**src/hdl/pfb_pkg.sv**
```systemverilog
// Shared types and constants for the pixel fill blend block.
`default_nettype none
package pfb_pkg;

    localparam int unsigned PIX_W   = 32;
    localparam int unsigned LANE_W  = 8;
    localparam int unsigned LANES   = PIX_W / LANE_W;
    localparam int unsigned MODE_W  = 3;
    localparam int unsigned CIDX_W  = 8;

    localparam logic [LANE_W-1:0]   LANE_MAX = 8'd255;

    typedef logic [PIX_W-1:0]  t_pixel;
    typedef logic [LANE_W-1:0] t_lane;
    typedef logic [CIDX_W-1:0] t_cfg_idx;

    // Blend mode codes; codes above MODE_MUL pass the pixel through.
    typedef enum logic [MODE_W-1:0] {
        MODE_ADD = 3'd0,
        MODE_SUB = 3'd1,
        MODE_MIN = 3'd2,
        MODE_MAX = 3'd3,
        MODE_MUL = 3'd4
    } t_blend_mode;

    // Configuration register indexes.
    localparam t_cfg_idx CFG_FILL_COLOR  = 8'd0;
    localparam t_cfg_idx CFG_BLEND_MODE  = 8'd1;
    localparam t_cfg_idx CFG_ALPHA_MASK  = 8'd2;
    localparam t_cfg_idx CFG_BLEND_ALPHA = 8'd3;

endpackage
`default_nettype wire

```
**src/hdl/pfb_ifs.sv**
```systemverilog
// Channel interfaces of the pixel fill blend block: pixel in, pixel out, config write.
`default_nettype none
interface pfb_dst_if;
    logic            valid;
    logic            ready;
    pfb_pkg::t_pixel dst_pixel;

    modport source (output valid, output dst_pixel, input ready);
    modport sink   (input valid, input dst_pixel, output ready);
endinterface

interface pfb_out_if;
    logic            valid;
    logic            ready;
    pfb_pkg::t_pixel out_pixel;

    modport source (output valid, output out_pixel, input ready);
    modport sink   (input valid, input out_pixel, output ready);
endinterface

interface pfb_cfg_if;
    logic              valid;
    logic              ready;
    pfb_pkg::t_cfg_idx index;
    pfb_pkg::t_pixel   data;

    modport source (output valid, output index, output data, input ready);
    modport sink   (input valid, input index, input data, output ready);
endinterface
`default_nettype wire

```
**src/hdl/pixel_fill_blend.sv**
```systemverilog
// Top level of the pixel fill blend block: two-stage per-pixel blend with a fill color.
//
// Usage:
//   i_cfg  - configuration write channel. Index 0 fill color, 1 blend mode,
//            2 alpha mask, 3 blend alpha; other indexes are dropped. Always
//            ready; write only while no pixel request is in flight.
//   i_dst  - destination pixel requests, one 32-bit pixel each.
//   o_res  - blended pixel results, one per request, in order.
//   Each pixel is split into four byte lanes, each lane blended with the
//   matching byte of the fill color (saturating add/sub, min, max, or
//   multiply rounded as (d*c+255)>>8). With blend alpha off and a nonzero
//   mask, the color's alpha bits are forced so destination alpha is kept.
// Timing:
//   An accepted request passes through the input register, then the four
//   lane units (one 8x8 multiplier each) feed the result register.
//   Throughput is one pixel per cycle while o_res.ready is high.
// Reset: i_rst_n low (synchronous) empties both stages and clears the config registers.
// Stall:
//   When o_res.ready is low the result register holds, the input stage fills
//   and holds, and only then does i_dst.ready drop. Nothing is lost.
`default_nettype none
module pixel_fill_blend (
    input  wire logic i_clk,
    input  wire logic i_rst_n,
    pfb_cfg_if.sink   i_cfg,
    pfb_dst_if.sink   i_dst,
    pfb_out_if.source o_res
);
    import pfb_pkg::*;

    // Configuration registers
    t_pixel            r_fill_color;
    logic [MODE_W-1:0] r_blend_mode;
    t_pixel            r_alpha_mask;
    logic              r_blend_alpha;

    // Pipeline registers
    logic   r_s1_valid;
    t_pixel r_s1_pixel;
    logic   r_out_valid;
    t_pixel r_out_pixel;

    logic   advance;
    t_pixel color;
    t_pixel n_out_pixel;

    // Config writes are always taken
    assign i_cfg.ready = 1'b1;

    always_ff @(posedge i_clk) begin
        if (!i_rst_n) begin
            r_fill_color  <= '0;
            r_blend_mode  <= '0;
            r_alpha_mask  <= '0;
            r_blend_alpha <= 1'b0;
        end else if (i_cfg.valid) begin
            unique case (i_cfg.index)
                CFG_FILL_COLOR:  r_fill_color  <= i_cfg.data;
                CFG_BLEND_MODE:  r_blend_mode  <= i_cfg.data[MODE_W-1:0];
                CFG_ALPHA_MASK:  r_alpha_mask  <= i_cfg.data;
                CFG_BLEND_ALPHA: r_blend_alpha <= i_cfg.data[0];
                default: ;
            endcase
        end
    end

    // Advance stage 1 into the result register when it is empty or drained
    assign advance     = !r_out_valid || o_res.ready;
    assign i_dst.ready = !r_s1_valid || advance;

    always_ff @(posedge i_clk) begin
        if (!i_rst_n) begin
            r_s1_valid <= 1'b0;
        end else if (i_dst.ready) begin
            r_s1_valid <= i_dst.valid;
        end
    end

    // Hold the pixel while stalled
    always_ff @(posedge i_clk) begin
        if (i_dst.ready && i_dst.valid) begin
            r_s1_pixel <= i_dst.dst_pixel;
        end
    end

    // Protect destination alpha: force color alpha to the neutral value
    always_comb begin
        color = r_fill_color;
        if (!r_blend_alpha && (r_alpha_mask != '0)) begin
            if (r_blend_mode == MODE_MIN || r_blend_mode == MODE_MUL) begin
                color = r_fill_color | r_alpha_mask;
            end else begin
                color = r_fill_color & ~r_alpha_mask;
            end
        end
    end

    // Per-lane blend
    always_comb begin
        logic [LANE_W:0]     sum;
        logic [2*LANE_W-1:0] prod;
        t_lane               d;
        t_lane               c;
        n_out_pixel = r_s1_pixel;
        for (int unsigned ln = 0; ln < LANES; ln++) begin
            d    = r_s1_pixel[ln*LANE_W +: LANE_W];
            c    = color[ln*LANE_W +: LANE_W];
            sum  = {1'b0, d} + {1'b0, c};
            prod = {{LANE_W{1'b0}}, d} * {{LANE_W{1'b0}}, c}
                   + {{LANE_W{1'b0}}, LANE_MAX};
            case (r_blend_mode)
                MODE_ADD: n_out_pixel[ln*LANE_W +: LANE_W] =
                              sum[LANE_W] ? LANE_MAX : sum[LANE_W-1:0];
                MODE_SUB: n_out_pixel[ln*LANE_W +: LANE_W] =
                              (d > c) ? t_lane'(d - c) : '0;
                MODE_MIN: n_out_pixel[ln*LANE_W +: LANE_W] = (d < c) ? d : c;
                MODE_MAX: n_out_pixel[ln*LANE_W +: LANE_W] = (d > c) ? d : c;
                MODE_MUL: n_out_pixel[ln*LANE_W +: LANE_W] =
                              prod[2*LANE_W-1:LANE_W];
                default:  n_out_pixel[ln*LANE_W +: LANE_W] = d;
            endcase
        end
    end

    always_ff @(posedge i_clk) begin
        if (!i_rst_n) begin
            r_out_valid <= 1'b0;
        end else if (advance) begin
            r_out_valid <= r_s1_valid;
        end
    end

    always_ff @(posedge i_clk) begin
        if (advance && r_s1_valid) begin
            r_out_pixel <= n_out_pixel;
        end
    end

    assign o_res.valid     = r_out_valid;
    assign o_res.out_pixel = r_out_pixel;

    // Assertions
    a_s1_hold: assert property (@(posedge i_clk) disable iff (!i_rst_n)
        (r_s1_valid && !advance) |=> (r_s1_valid && $stable(r_s1_pixel)))
        else $error("stage 1 dropped or changed a stalled request");

    a_accept_fills_s1: assert property (@(posedge i_clk) disable iff (!i_rst_n)
        (i_dst.valid && i_dst.ready) |=> r_s1_valid)
        else $error("accepted request did not reach stage 1");

    a_s1_to_out: assert property (@(posedge i_clk) disable iff (!i_rst_n)
        (r_s1_valid && advance) |=> r_out_valid)
        else $error("stage 1 request did not reach the result register");

    a_ready_low_full: assert property (@(posedge i_clk) disable iff (!i_rst_n)
        !i_dst.ready |-> (r_s1_valid && r_out_valid))
        else $error("input stalled with an empty stage");

    a_passthrough: assert property (@(posedge i_clk) disable iff (!i_rst_n)
        (r_s1_valid && advance && r_blend_mode > MODE_MUL)
        |=> (r_out_pixel == $past(r_s1_pixel)))
        else $error("unused mode did not pass the pixel through");

endmodule
`default_nettype wire

```
**src/flat_wrapper.sv**
```systemverilog
// flat-port wrapper written by rule: the top's interface ports become plain ports
module pixel_fill_blend_flat import pfb_pkg::*;
  (i_clk, i_rst_n, i_cfg_valid, i_cfg_index, i_cfg_data, i_cfg_ready, i_dst_valid, i_dst_dst_pixel, i_dst_ready, o_res_valid, o_res_out_pixel, o_res_ready);
  pfb_cfg_if i_cfg_i ();
  pfb_dst_if i_dst_i ();
  pfb_out_if o_res_i ();
  input  wire logic i_clk;
  input  wire logic i_rst_n;
  input wire logic [$bits(i_cfg_i.valid)-1:0] i_cfg_valid;
  input wire logic [$bits(i_cfg_i.index)-1:0] i_cfg_index;
  input wire logic [$bits(i_cfg_i.data)-1:0] i_cfg_data;
  output wire logic [$bits(i_cfg_i.ready)-1:0] i_cfg_ready;
  input wire logic [$bits(i_dst_i.valid)-1:0] i_dst_valid;
  input wire logic [$bits(i_dst_i.dst_pixel)-1:0] i_dst_dst_pixel;
  output wire logic [$bits(i_dst_i.ready)-1:0] i_dst_ready;
  output wire logic [$bits(o_res_i.valid)-1:0] o_res_valid;
  output wire logic [$bits(o_res_i.out_pixel)-1:0] o_res_out_pixel;
  input wire logic [$bits(o_res_i.ready)-1:0] o_res_ready;
  assign i_cfg_i.valid = i_cfg_valid;
  assign i_cfg_i.index = i_cfg_index;
  assign i_cfg_i.data = i_cfg_data;
  assign i_cfg_ready = i_cfg_i.ready;
  assign i_dst_i.valid = i_dst_valid;
  assign i_dst_i.dst_pixel = i_dst_dst_pixel;
  assign i_dst_ready = i_dst_i.ready;
  assign o_res_valid = o_res_i.valid;
  assign o_res_out_pixel = o_res_i.out_pixel;
  assign o_res_i.ready = o_res_ready;
  pixel_fill_blend u_core (.i_clk(i_clk), .i_rst_n(i_rst_n), .i_cfg(i_cfg_i), .i_dst(i_dst_i), .o_res(o_res_i));
endmodule
```
**config.mk**
```make
export PLATFORM = sky130hd
export DESIGN_NAME = pixel_fill_blend_flat
export DESIGN_NICKNAME = d
export VERILOG_FILES = /design/src/hdl/pfb_pkg.sv /design/src/hdl/pfb_ifs.sv /design/src/hdl/pixel_fill_blend.sv /design/src/flat_wrapper.sv
export SDC_FILE = /design/constraint.sdc
export NUM_CORES = 1
export LEC_CHECK = 0
export BUFFER_PORTS_ARGS = -buffer_cell sky130_fd_sc_hd__buf_2
export CAP_MARGIN = 15
export CORE_UTILIZATION = 34
export CTS_CLUSTER_SIZE = 25
export DETAILED_ROUTE_END_ITERATION = 16
export GPL_TIMING_DRIVEN = 0
export PLACE_DENSITY = 0.52
export SYNTH_ARGS = -nofsm -noshare
export SYNTH_HDL_FRONTEND = slang
export SYNTH_SLANG_ARGS = --single-unit
```
**constraint.sdc**
```tcl
create_clock -name i_clk -period 6.8 [get_ports i_clk]
set_input_delay 0.68 -clock i_clk [delete_from_list [all_inputs] [get_ports i_clk]]
set_output_delay 0.68 -clock i_clk [all_outputs]
set_load 0.02 [all_outputs]
```
## After elaboration in Yosys (flattened, before gate mapping)

Index checks and enable logic that the tools add are counted.

| word-level totals | value |
|---|---|
| output and inout bits | 35 |
| register bits | 134 |
| input bits | 77 |

| operators by class | value |
|---|---|
| order comparisons | 8 |
| equality and inequality tests | 7 |
| multiply operators | 4 |
| add/sub/neg operators | 12 |
| bitwise gates (word level) | 3 |
| muxes and demuxes | 22 |
| reductions and logical operators | 16 |

Operator list:

| operator | number |
|---|---|
| 8-bit one-hot mux with 5 select lines | 4 |
| 8-bit 2-to-1 mux | 16 |
| 16-bit by 8-bit adder with 16-bit output (second input constant) | 4 |
| 8-bit by 8-bit multiplier with 16-bit output | 4 |
| 32-bit 2-to-1 mux | 2 |
| 8-bit by 8-bit adder with 9-bit output | 4 |
| 32-bit bitwise AND | 1 |
| 8-bit > comparator | 4 |
| 8-bit < comparator | 4 |
| 32-bit inverter | 1 |
| 32-bit bitwise OR | 1 |
| 32-bit nonzero test | 1 |
| 8-bit subtractor | 4 |
| 8-bit by 2-bit equality test with 1-bit output (second input constant) | 2 |
| 8-bit by 1-bit equality test with 1-bit output (second input constant) | 1 |
| 8-bit zero test | 1 |
| 2-bit AND reduction | 4 |
| 3-bit by 2-bit equality test with 1-bit output (second input constant) | 2 |
| 3-bit by 1-bit equality test with 1-bit output (second input constant) | 1 |
| 3-bit equality test (second input constant) | 1 |
| 1-bit logical AND | 3 |
| 1-bit zero test | 3 |
| 3-bit zero test | 1 |
| 1-bit logical OR | 3 |

## Longest topological paths before layout

Gate-level depths: netlist (run 1).

| logic depth | value |
|---|---|
| depth in word-level cells | 7 |
| depth in mapped cells | 24 |
| depth with buffers taken out | 23 |

## Least setup slack after synthesis (run 1)

No wires, ideal clock.

| timing | value |
|---|---|
| kind | register to register |
| start | register u_core.r_blend_mode[2] |
| end | register u_core.r_out_pixel[4] (netlist: u_core.o_res.out_pixel[4]) (data pin) |
| setup time | 0.263 ns |
| buffers on the path | 3 |
| stages on the path, launching flop included | 24 |
| path slack | 1.014 ns |
| clock period less this slack | 5.786 ns |
| arrival | 5.523 ns |
| cell sequence | dfxtp_1 > clkbuf_1 > nand2b_1 > a21oi_1 > buf_2 > clkbuf_1 > mux2_2 > nand2_1 > fa_1 > inv_1 > fa_1 > fa_1 > inv_1 > fa_1 > inv_1 > ha_1 > a21o_1 > a21oi_1 > o21ai_0 > a31o_2 > a311o_1 > and3b_1 > o21ai_0 > o21ai_0 |

| on the way | value |
|---|---|
| cells in the longest elaborated chain, start to end | 7 |
| elaborated cells on any way between the ends | 19 |
| classes of those cells | add/sub: 3; mul: 1; order compare: 2; eq/ne: 4; mux: 7; reduce/logical: 2 |

Ends and longest elaborated chain:

| what | RTL line | text |
|---|---|---|
| start, declared | pixel_fill_blend.sv:33 | `logic [MODE_W-1:0] r_blend_mode;` |
| start signal, assigned | pixel_fill_blend.sv:59 | `CFG_BLEND_MODE: r_blend_mode <= i_cfg.data[MODE_W-1:0];` |
| 3-bit by 2-bit equality test with 1-bit output / 3-bit equality test (equally long branches) | pixel_fill_blend.sv:90, pixel_fill_blend.sv:111 |  |
| 1-bit logical OR | pixel_fill_blend.sv:90 | `if (r_blend_mode == MODE_MIN \|\| r_blend_mode == MODE_MUL) begin` |
| 32-bit 2-to-1 mux | pixel_fill_blend.sv:90 |  |
| 32-bit 2-to-1 mux | pixel_fill_blend.sv:89 | `if (!r_blend_alpha && (r_alpha_mask != '0)) begin` |
| 8-bit by 8-bit multiplier with 16-bit output, or another cell as far along | pixel_fill_blend.sv:109 | `prod = {{LANE_W{1'b0}}, d} * {{LANE_W{1'b0}}, c}` |
| 16-bit by 8-bit adder with 16-bit output, or another cell as far along | pixel_fill_blend.sv:110 | `+ {{LANE_W{1'b0}}, LANE_MAX};` |
| 8-bit one-hot mux with 5 select lines (*) | pixel_fill_blend.sv:111 | `case (r_blend_mode)` |
| via u_core.n_out_pixel[4] | pixel_fill_blend.sv:45 | `t_pixel n_out_pixel;` |
| end signal, assigned | pixel_fill_blend.sv:135 | `r_out_pixel <= n_out_pixel;` |
| end, declared | pixel_fill_blend.sv:41 | `t_pixel r_out_pixel;` |

Mark *: on every way through the listed nets, which the timed path passes. The rest lies on a longest branch.
A chain may end at the register's enable or synchronous reset.

## Worst setup path after layout (run 1)

| timing | value |
|---|---|
| start | register u_core.r_alpha_mask[7] |
| end | register u_core.r_out_pixel[27] (netlist: u_core.o_res.out_pixel[27]) (data pin) |

| on the way | value |
|---|---|
| cells in the longest elaborated chain, start to end | 6 |
| elaborated cells on any way between the ends | 14 |
| classes of those cells | add/sub: 3; mul: 1; order compare: 2; mux: 6; reduce/logical: 2 |

Ends and longest elaborated chain:

| what | RTL line | text |
|---|---|---|
| start, declared | pixel_fill_blend.sv:34 | `t_pixel r_alpha_mask;` |
| start signal, assigned | pixel_fill_blend.sv:60 | `CFG_ALPHA_MASK: r_alpha_mask <= i_cfg.data;` |
| 32-bit nonzero test (*) | pixel_fill_blend.sv:89 |  |
| 1-bit logical AND (*) | pixel_fill_blend.sv:89 |  |
| 32-bit 2-to-1 mux (*) | pixel_fill_blend.sv:89 |  |
| 8-bit by 8-bit multiplier with 16-bit output, or another cell as far along | pixel_fill_blend.sv:109 |  |
| 16-bit by 8-bit adder with 16-bit output, or another cell as far along | pixel_fill_blend.sv:110 |  |
| 8-bit one-hot mux with 5 select lines (*) | pixel_fill_blend.sv:111 |  |
| via u_core.n_out_pixel[27] | pixel_fill_blend.sv:45 |  |

Marks and branches as above.

==> results of run 1 <==
## kinds of logic after synthesis
logic type                 after synthesis  synth area share [%]
and+or+nand+nor                        643                 17.29
AOI/OAI and AO/OA                      389                 15.48
adders and majority gates              372                 34.05
buffers and inverters                  369                 8.141
DFF                                    134                 19.03
xor gates and xnor gates                63                 3.160
muxes                                   45                 2.816
other                                    1               0.02148
## per-layer routing
layer / global-route usage [%] / wire length, µm / part of all wire [%]
met4: 5.663 / 1082 / 2.0
met5: 0 / 0 / 0
met2: 36.08 / 26470 / 49
met1: 28.21 / 24640 / 45
met3: 3.655 / 2318 / 4.3
## cell type report
| type | count | area (µm²) | share of cell area (%) |
|---|---|---|---|
| multi-input cells | 1513 | 12860 | 65.41 |
| flip-flops and latches | 134 | 3323 | 16.90 |
| inverters | 298 | 1119 | 5.690 |
| well taps | 672 | 840.8 | 4.277 |
| repair buffers | 117 | 641.9 | 3.265 |
| clock buffers | 20 | 467.9 | 2.380 |
| plain buffers | 71 | 314.1 | 1.598 |
| clock inverters | 12 | 90.09 | 0.4582 |
| diodes | 1 | 2.502 | 0.01273 |
## timing repair
action,in CTS,in global routing
setup buffers,0,5
pin swaps,0,2
gates resized for setup,16,24
setup endpoints to repair,28,15
hold buffers,0,0
## per-stage QoR
step	setup TNS (ps)	hold slack, ps
floorplan	0	440.0
global placement	-11060	446.3
detailed placement	-11090	457.3
CTS	-5.312	323.8
global route	0	335.3
finish	0	356.5
## cells in the mapped netlist (all sizes together) (4+ instances only)
| library cell | count | area (µm²) |
|---|---|---|
| o211ai | 12 | 90.09 |
| a221oi | 17 | 155.1 |
| a211o | 6 | 52.55 |
| o21bai | 14 | 105.1 |
| nand3 | 20 | 100.1 |
| o221ai | 4 | 35.03 |
| xnor2 | 39 | 341.6 |
| and2 | 95 | 594.3 |
| a21boi | 66 | 495.5 |
| o22ai | 7 | 43.79 |
| o31ai | 7 | 57.55 |
| nand4 | 4 | 25.02 |
| a31oi | 19 | 140.1 |
| edfxtp | 64 | 1922 |
| a21o | 10 | 75.07 |
| or2 | 5 | 31.28 |
| buf | 28 | 141.4 |
| nor4 | 15 | 93.84 |
| a21oi | 72 | 364.1 |
| a211oi | 19 | 155.2 |
| nor3b | 4 | 30.03 |
| o211a | 4 | 40.04 |
| nand2b | 12 | 75.07 |
| o21a | 15 | 112.6 |
| fa | 172 | 3443 |
| inv | 298 | 1119 |
| o21ai | 70 | 350.3 |
| nor3 | 28 | 140.1 |
| mux2 | 33 | 371.6 |
| clkbuf | 43 | 161.4 |
| mux2i | 12 | 120.1 |
| nor2 | 77 | 289.0 |
| ha | 200 | 2502 |
| o2111ai | 14 | 122.6 |
| dfxtp | 70 | 1401 |
| or3 | 7 | 48.80 |
| xor2 | 24 | 210.2 |
| nor2b | 32 | 200.2 |
| and3 | 7 | 43.79 |
| nand2 | 321 | 1205 |
## registers in the layout (all words and copies together), names as in the netlist
name                    cells
u_core.r_fill_color        32
u_core.r_s1_pixel          32
u_core.r_blend_alpha        1
u_core.r_alpha_mask        32
u_core.r_s1_valid           1
u_core.o_res.out_pixel     32
u_core.r_blend_mode         3
u_core.o_res.valid          1
## power by group through the flow
| stage | sequential (mW) | combinational [mW] | clock (mW) |
|---|---|---|---|
| after CTS | 0.907 | 0.262 | 0.966 |
| after global placement | 0.927 | 0.253 | 0 |
| after detailed placement | 0.925 | 0.259 | 0 |
| after global routing | 0.911 | 0.288 | 0.990 |
| final | 0.907 | 0.264 | 0.935 |
| after floorplan | 0.919 | 0.150 | 0 |
## final timing paths
| kind | endpoint | slack [ps] | from | depth (start not counted) |
|---|---|---|---|---|
| setup / recovery | u_core.o_res.out_pixel[27] | 260 | u_core.r_alpha_mask[7] | 22 |
| hold / removal | u_core.r_s1_pixel[20] | 360 | i_dst_dst_pixel[20] | 1 |
| hold reg to reg | u_core.r_fill_color[25] | 460 | u_core.r_fill_color[25] | 2 |
| setup reg to reg | u_core.o_res.out_pixel[27] | 260 | u_core.r_alpha_mask[7] | 22 |
==> results by group, run 1 <==
Status
  – Outcome: completed

Floorplanning
  – Starting Density: 34.66%
  – Chip width: 228.6 µm
  – Rows: 82
  – Boundary Pins: 112
  – Core area: 50380 µm²
  – Die ar.: 52260 µm²
  – Die height: 228.6 µm

Worst setup path
  – Worst EP arrival: 6800 ps
  – Startpoint Class: flop
  – Crit-path cells: nor4_1 > and4_1 > a21oi_4 > buf_2 > nand2_1 > mux2_2 > and2_1 > fa_1 > fa_1 > fa_1 > inv_1 > fa_1 > inv_1 > ha_1 > or2_2 > a21oi_1 > a211oi_2 > o21a_1 > o21ai_1 > a221oi_2 > buf_4 > a2bb2oi_1
  – CP max-delay cell: fa_1
  – Endpoint type of the worst setup path: flop
  – Crit-path max cell delay: 570 ps
  – Crit-path most repeated cell: fa_1
  – Kind of cell adding the most delay to the critical path: adder cells
  – Worst path buffer plus inverter count: 4
  – CP max FO: 10
  – CP required: 7070 ps
  – Critical path class: flop to flop

Global route
  – Number of global-route vias before repair: 14964
  – Overflow after GRT: 0
  – Initial antenna violation count: 0
  – Largest net degree at the start of global routing: 21
  – First-pass GRT wire length: 85.68 mm
  – Total track usage: 21.42%

Synth
  – Post-synth top flop: dfxtp_1
  – Cells after Synth: 2016
  – Sequential fraction of the synthesis area: 19.03%
  – Netlist Area Pre-Place: 17460 µm²
  – FFs w/ async S/R, synth: 0%
  – Yosys synthesis warning count: 0
  – Flops & latches, synth: 134
  – Synthesized area per cell: 8.660 µm²
  – Post-synth EDFFs: 64
  – Yosys cell types: 84
  – Syn Nets: 2465

Detailed routing
  – Routed WL: 54.51 mm
  – # DRC: 0
  – Drt initial violations: 965
  – Vias: 14750
  – Routed wire per std cell: 19.21 µm
  – Post-route ant nets: 0
  – Vias/cell: 5.197
  – DRT Pass-1 Iters: 5

Timing
  – Slew Viols, Final: 0
  – Tcrit/Tclk final: 96.11%
  – Unrepaired setup endpoints after global routing: false
  – Clock skew: 23.17 ps
  – Worst-margin pin slew: 1096 ps
  – Minimum clock period: 6535 ps
  – Worst rel slew slack: 26.79%
  – PnR worst setup slack: 264.9 ps
  – Peak Freq: 0.1530 GHz
  – Fin. Hold Viols: 0
  – Finish-stage setup viols: 0

Placement
  – Port Buffer Count: 109
  – DP Worst Slack: -902.1 ps
  – Final HPWL DP: 42.65 mm
  – Placed cell areas: 18910 µm²
  – Placer congestion estimate: 0.9077
  – DP Cell Count: 2799

Power
  – Comb power frac: 12.6%
  – Peak supply drop: 0.0002065 V
  – Total Power: 2.106 mW
  – Sw power: 0.6294 mW
  – Fraction of power spent switching nets: 29.88%
  – Seq pwr share: 43.1%
  – Clk pwr share: 44.4%
  – Pwr dens: 107.1 nW/µm²
  – Leak: 9.065 nW
  – Internal: 1.477 mW

Final layout
  – Fin util: 39.02%
  – Post-Layout Inst Area: 19660 µm²
  – Share of cells above drive strength 1: 11.27%
  – Most frequent cells in the layout: nand2_1, inv_1, ha_1
  – Area delta synth->final: 12.60%
  – Commonest non-fill, non-tap cell in the layout: nand2_1
  – Finished Layout Cells: 2838
  – Nets: 2601
  – FILL cells: 5141

CTS
  – Num CTS Buffers: 17
  – Clk pin slew, worst setup/hold paths: 70 ps
  – Clk sink count: 134
  – Clk root buf: clkbuf_16
  – CTS H-tree lvls: 4
  – Clk_lat worst skew: 500 ps
  – Clock Tree Buf Depth: 2
  – TritonCTS clock tree: yes

Job
  – Max-cap viol count: 0

Worst hold path
  – HP Class: primary input to flop
Power figures use the tool's default switching activity.
==> run 2, diff against run 1 <==
CTS_CLUSTER_SIZE = 14   (was 25)
GPL_ROUTABILITY_DRIVEN = 1   (was default)
PLACE_DENSITY = 0.54   (was 0.52)
clock period = 5.65 ns   (was 6.8 ns; I/O delays follow)
==> run 2 against run 1 <==
  * The flow now finishes with violations (negative setup slack)
  * Clock skew fell by 6.8 ps
  * Wire length rose by 2.7%
  * Critical path depth rose by 2
  * Non-clock buffer count rose by 71
  * Utilization rose by 3.6 points
  * Critical endpoint unchanged
  * Highest routed layer unchanged
==> results by group, run 2 (synthesis results as in run 1) <==
Status
  – Outcome: finished with violations (was completed)
  – Failing checks: negative setup slack

Global route
  – Total track usage: 21.87% (was 21.42%)
  – Met3 GRT Util: 3.356% (was 3.655%)
  – M1 GR Usage: 27.84% (was 28.21%)
  – Overflow after GRT: 0 (unchanged)
  – Initial antenna violation count: 0 (unchanged)
  – First-pass GRT wire length: 88.30 mm (was 85.68 mm)
  – Global route hottest layer: met2 (unchanged)
  – Number of global-route vias before repair: 15670 (was 14964)
  – Met2 Use GR: 37.28% (was 36.08%)
  – Largest net degree at the start of global routing: 22 (was 21)

Worst setup path
  – WP depth: 24 (was 22)
  – Crit-path cells: nor4_2 > and4_4 > a21oi_4 > buf_6 > nand2_4 > mux2_4 > buf_6 > nand2_4 > fa_1 > fa_1 > inv_2 > fa_1 > inv_1 > fa_1 > inv_2 > ha_4 > nand2_2 > a221o_2 > a211oi_4 > o21a_1 > o21ai_2 > a221oi_2 > nor2_1 > a2bb2oi_2 (was nor4_1 > and4_1 > a21oi_4 > buf_2 > nand2_1 > mux2_2 > and2_1 > fa_1 > fa_1 > fa_1 > inv_1 > fa_1 > inv_1 > ha_1 > or2_2 > a21oi_1 > a211oi_2 > o21a_1 > o21ai_1 > a221oi_2 > buf_4 > a2bb2oi_1)
  – Worst path buffer plus inverter count: 5 (was 4)
  – Crit-path most repeated cell: fa_1 (unchanged)
  – CP required: 5870 ps (was 7070 ps)
  – Endpoint type of the worst setup path: flop (unchanged)
  – Worst flop-to-flop path startpoint: u_core.r_alpha_mask[30] (was u_core.r_alpha_mask[7])
  – CP max FO: 8 (was 10)
  – Kind of cell adding the most delay to the critical path: adder cells (unchanged)
  – Worst setup path end: u_core.o_res.out_pixel[27] (unchanged)
  – Worst R2R Path Depth: 24 (was 22)
  – Critical Path Start: u_core.r_alpha_mask[30] (was u_core.r_alpha_mask[7])
  – Reg2reg setup slack: -440 ps (was 260 ps)
  – Startpoint Class: flop (unchanged)
  – Worst EP arrival: 6320 ps (was 6800 ps)
  – Crit-path max cell delay: 520 ps (was 570 ps)
  – Critical path class: flop to flop (unchanged)
  – Worst r2r dst: u_core.o_res.out_pixel[27] (unchanged)
  – CP max-delay cell: fa_1 (unchanged)

CTS
  – Clock Tree Buf Depth: 2 (unchanged)
  – CTS H-tree lvls: 4 (unchanged)
  – Clk sink count: 134 (unchanged)
  – Num CTS Buffers: 17 (unchanged)
  – Clk pin slew, worst setup/hold paths: 70 ps (about the same)
  – Clk root buf: clkbuf_16 (unchanged)
  – Clk_lat worst skew: 480 ps (was 500 ps)
  – TritonCTS clock tree: yes (unchanged)

Timing
  – Unrepaired setup endpoints after global routing: true (was false)
  – Peak Freq: 0.1641 GHz (was 0.1530 GHz)
  – Slew Viols, Final: 0 (unchanged)
  – Clock skew: 16.41 ps (was 23.17 ps)
  – Finish-stage setup viols: 25 (was 0)
  – Post-Route Setup TNS: -6909 ps (was 0 ps)
  – Fin. Hold Viols: 0 (unchanged)
  – Tcrit/Tclk final: 107.9% (was 96.11%)
  – Worst rel slew slack: 26.01% (was 26.79%)
  – WHS: 255.9 ps (was 356.5 ps)
  – Worst-margin pin slew: 1106 ps (was 1096 ps)
  – PnR worst setup slack: -444.5 ps (was 264.9 ps)
  – Minimum clock period: 6094 ps (was 6535 ps)

Final layout
  – Register area: 3337 µm² (was 3323 µm²)
  – Nets: 2672 (was 2601)
  – Antenna cells: 0 (was 1)
  – Commonest non-fill, non-tap cell in the layout: nand2_1 (unchanged)
  – Most frequent cells in the layout: nand2_1, inv_1, ha_1 (unchanged)
  – Fin util: 42.60% (was 39.02%)
  – Area delta synth->final: 22.90% (was 12.60%)
  – FILL cells: 5004 (was 5141)
  – Area of the multi-input gates: 13980 µm² (was 12860 µm²)
  – Share of cells above drive strength 1: 22.14% (was 11.27%)

Detailed routing
  – DRT Pass-1 Iters: 5 (unchanged)
  – Routed WL: 55.99 mm (was 54.51 mm)
  – Routed wire per std cell: 19.25 µm (was 19.21 µm)
  – Drt initial violations: 958 (was 965)
  – Post-route ant nets: 0 (unchanged)
  – # DRC: 0 (unchanged)
  – Vias/cell: 5.207 (was 5.197)
  – Vias: 15142 (was 14750)

Floorplanning
  – Boundary Pins: 112 (unchanged)
  – Die ar.: 52260 µm² (unchanged)
  – Core area: 50380 µm² (unchanged)
  – Die height: 228.6 µm (unchanged)
  – Rows: 82 (unchanged)
  – Chip width: 228.6 µm (unchanged)
  – Starting Density: 34.66% (unchanged)

Placement
  – Final HPWL DP: 42.46 mm (was 42.65 mm)
  – Placer congestion estimate: 0.8914 (was 0.9077)
  – DP Worst Slack: -1559 ps (was -902.1 ps)
  – Port Buffer Count: 109 (unchanged)

Worst hold path
  – Worst hold start: i_dst_dst_pixel[29] (was i_dst_dst_pixel[20])
  – HP Class: primary input to flop (unchanged)

Power
  – Leak: 9.741 nW (was 9.065 nW)
  – Peak supply drop: 0.0002474 V (was 0.0002065 V)
  – Total Power: 2.536 mW (was 2.106 mW)
  – Pwr dens: 118.2 nW/µm² (was 107.1 nW/µm²)

Job
  – Max-cap viol count: 0 (unchanged)
==> run 2: timing repair <==
item | 4_1_cts | 5_1_grt
setup endpoints to repair | 32 | 31
gates resized for setup | 235 | 76
gates cloned | 1 | 0
pin swaps | 118 | 62
setup buffers | 69 | 7
hold buffers | 0 | 0
==> run 2: through the flow <==
stage / cells / cell area [µm²]
finish: 2908 / 21460
detailed placement: 2799 / 18920
floorplan: 2016 / 17470
CTS: 2901 / 21070
global route: 2908 / 21460
global placement: 2797 / 18860
==> run 2: how the worst min path moves through the flow <==
stage	endpoint	slack [ps]	cells past startpoint
5_1_grt	u_core.r_s1_pixel[24]	240	1
3_5_place_dp	u_core.r_fill_color[27]	460	2
4_1_cts	u_core.r_s1_pixel[29]	210	1
6_report	u_core.r_s1_pixel[29]	260	1
2_1_floorplan	u_core.r_fill_color[0]	440	2
3_3_place_gp	u_core.r_fill_color[24]	450	2
==> run 2: power breakdown <==
group / switching [mW] / internal, mW
sequential: 0.0466 / 1.05
combinational: 0.200 / 0.141
clock: 0.487 / 0.614
==> run 2: metal layers <==
| metal | routed length, µm | vias to the layer above | part of all wire (%) |
|---|---|---|---|
| met5 | 0 | - | 0 |
| met4 | 1726 | 0 | 3.1 |
| met3 | 2780 | 90 | 5.0 |
| met2 | 27080 | 395 | 48 |
| met1 | 24400 | 7512 | 44 |
| li1 | - | 7145 | - |
==> run 2: area by class of cell <==
type,instances,share of cell area (%)
multi-input cells,1513,65.17
flip-flops and latches,134,15.55
repair buffers,188,5.901
inverters,298,5.242
well taps,672,3.918
clock buffers,20,2.227
plain buffers,71,1.569
clock inverters,12,0.4198
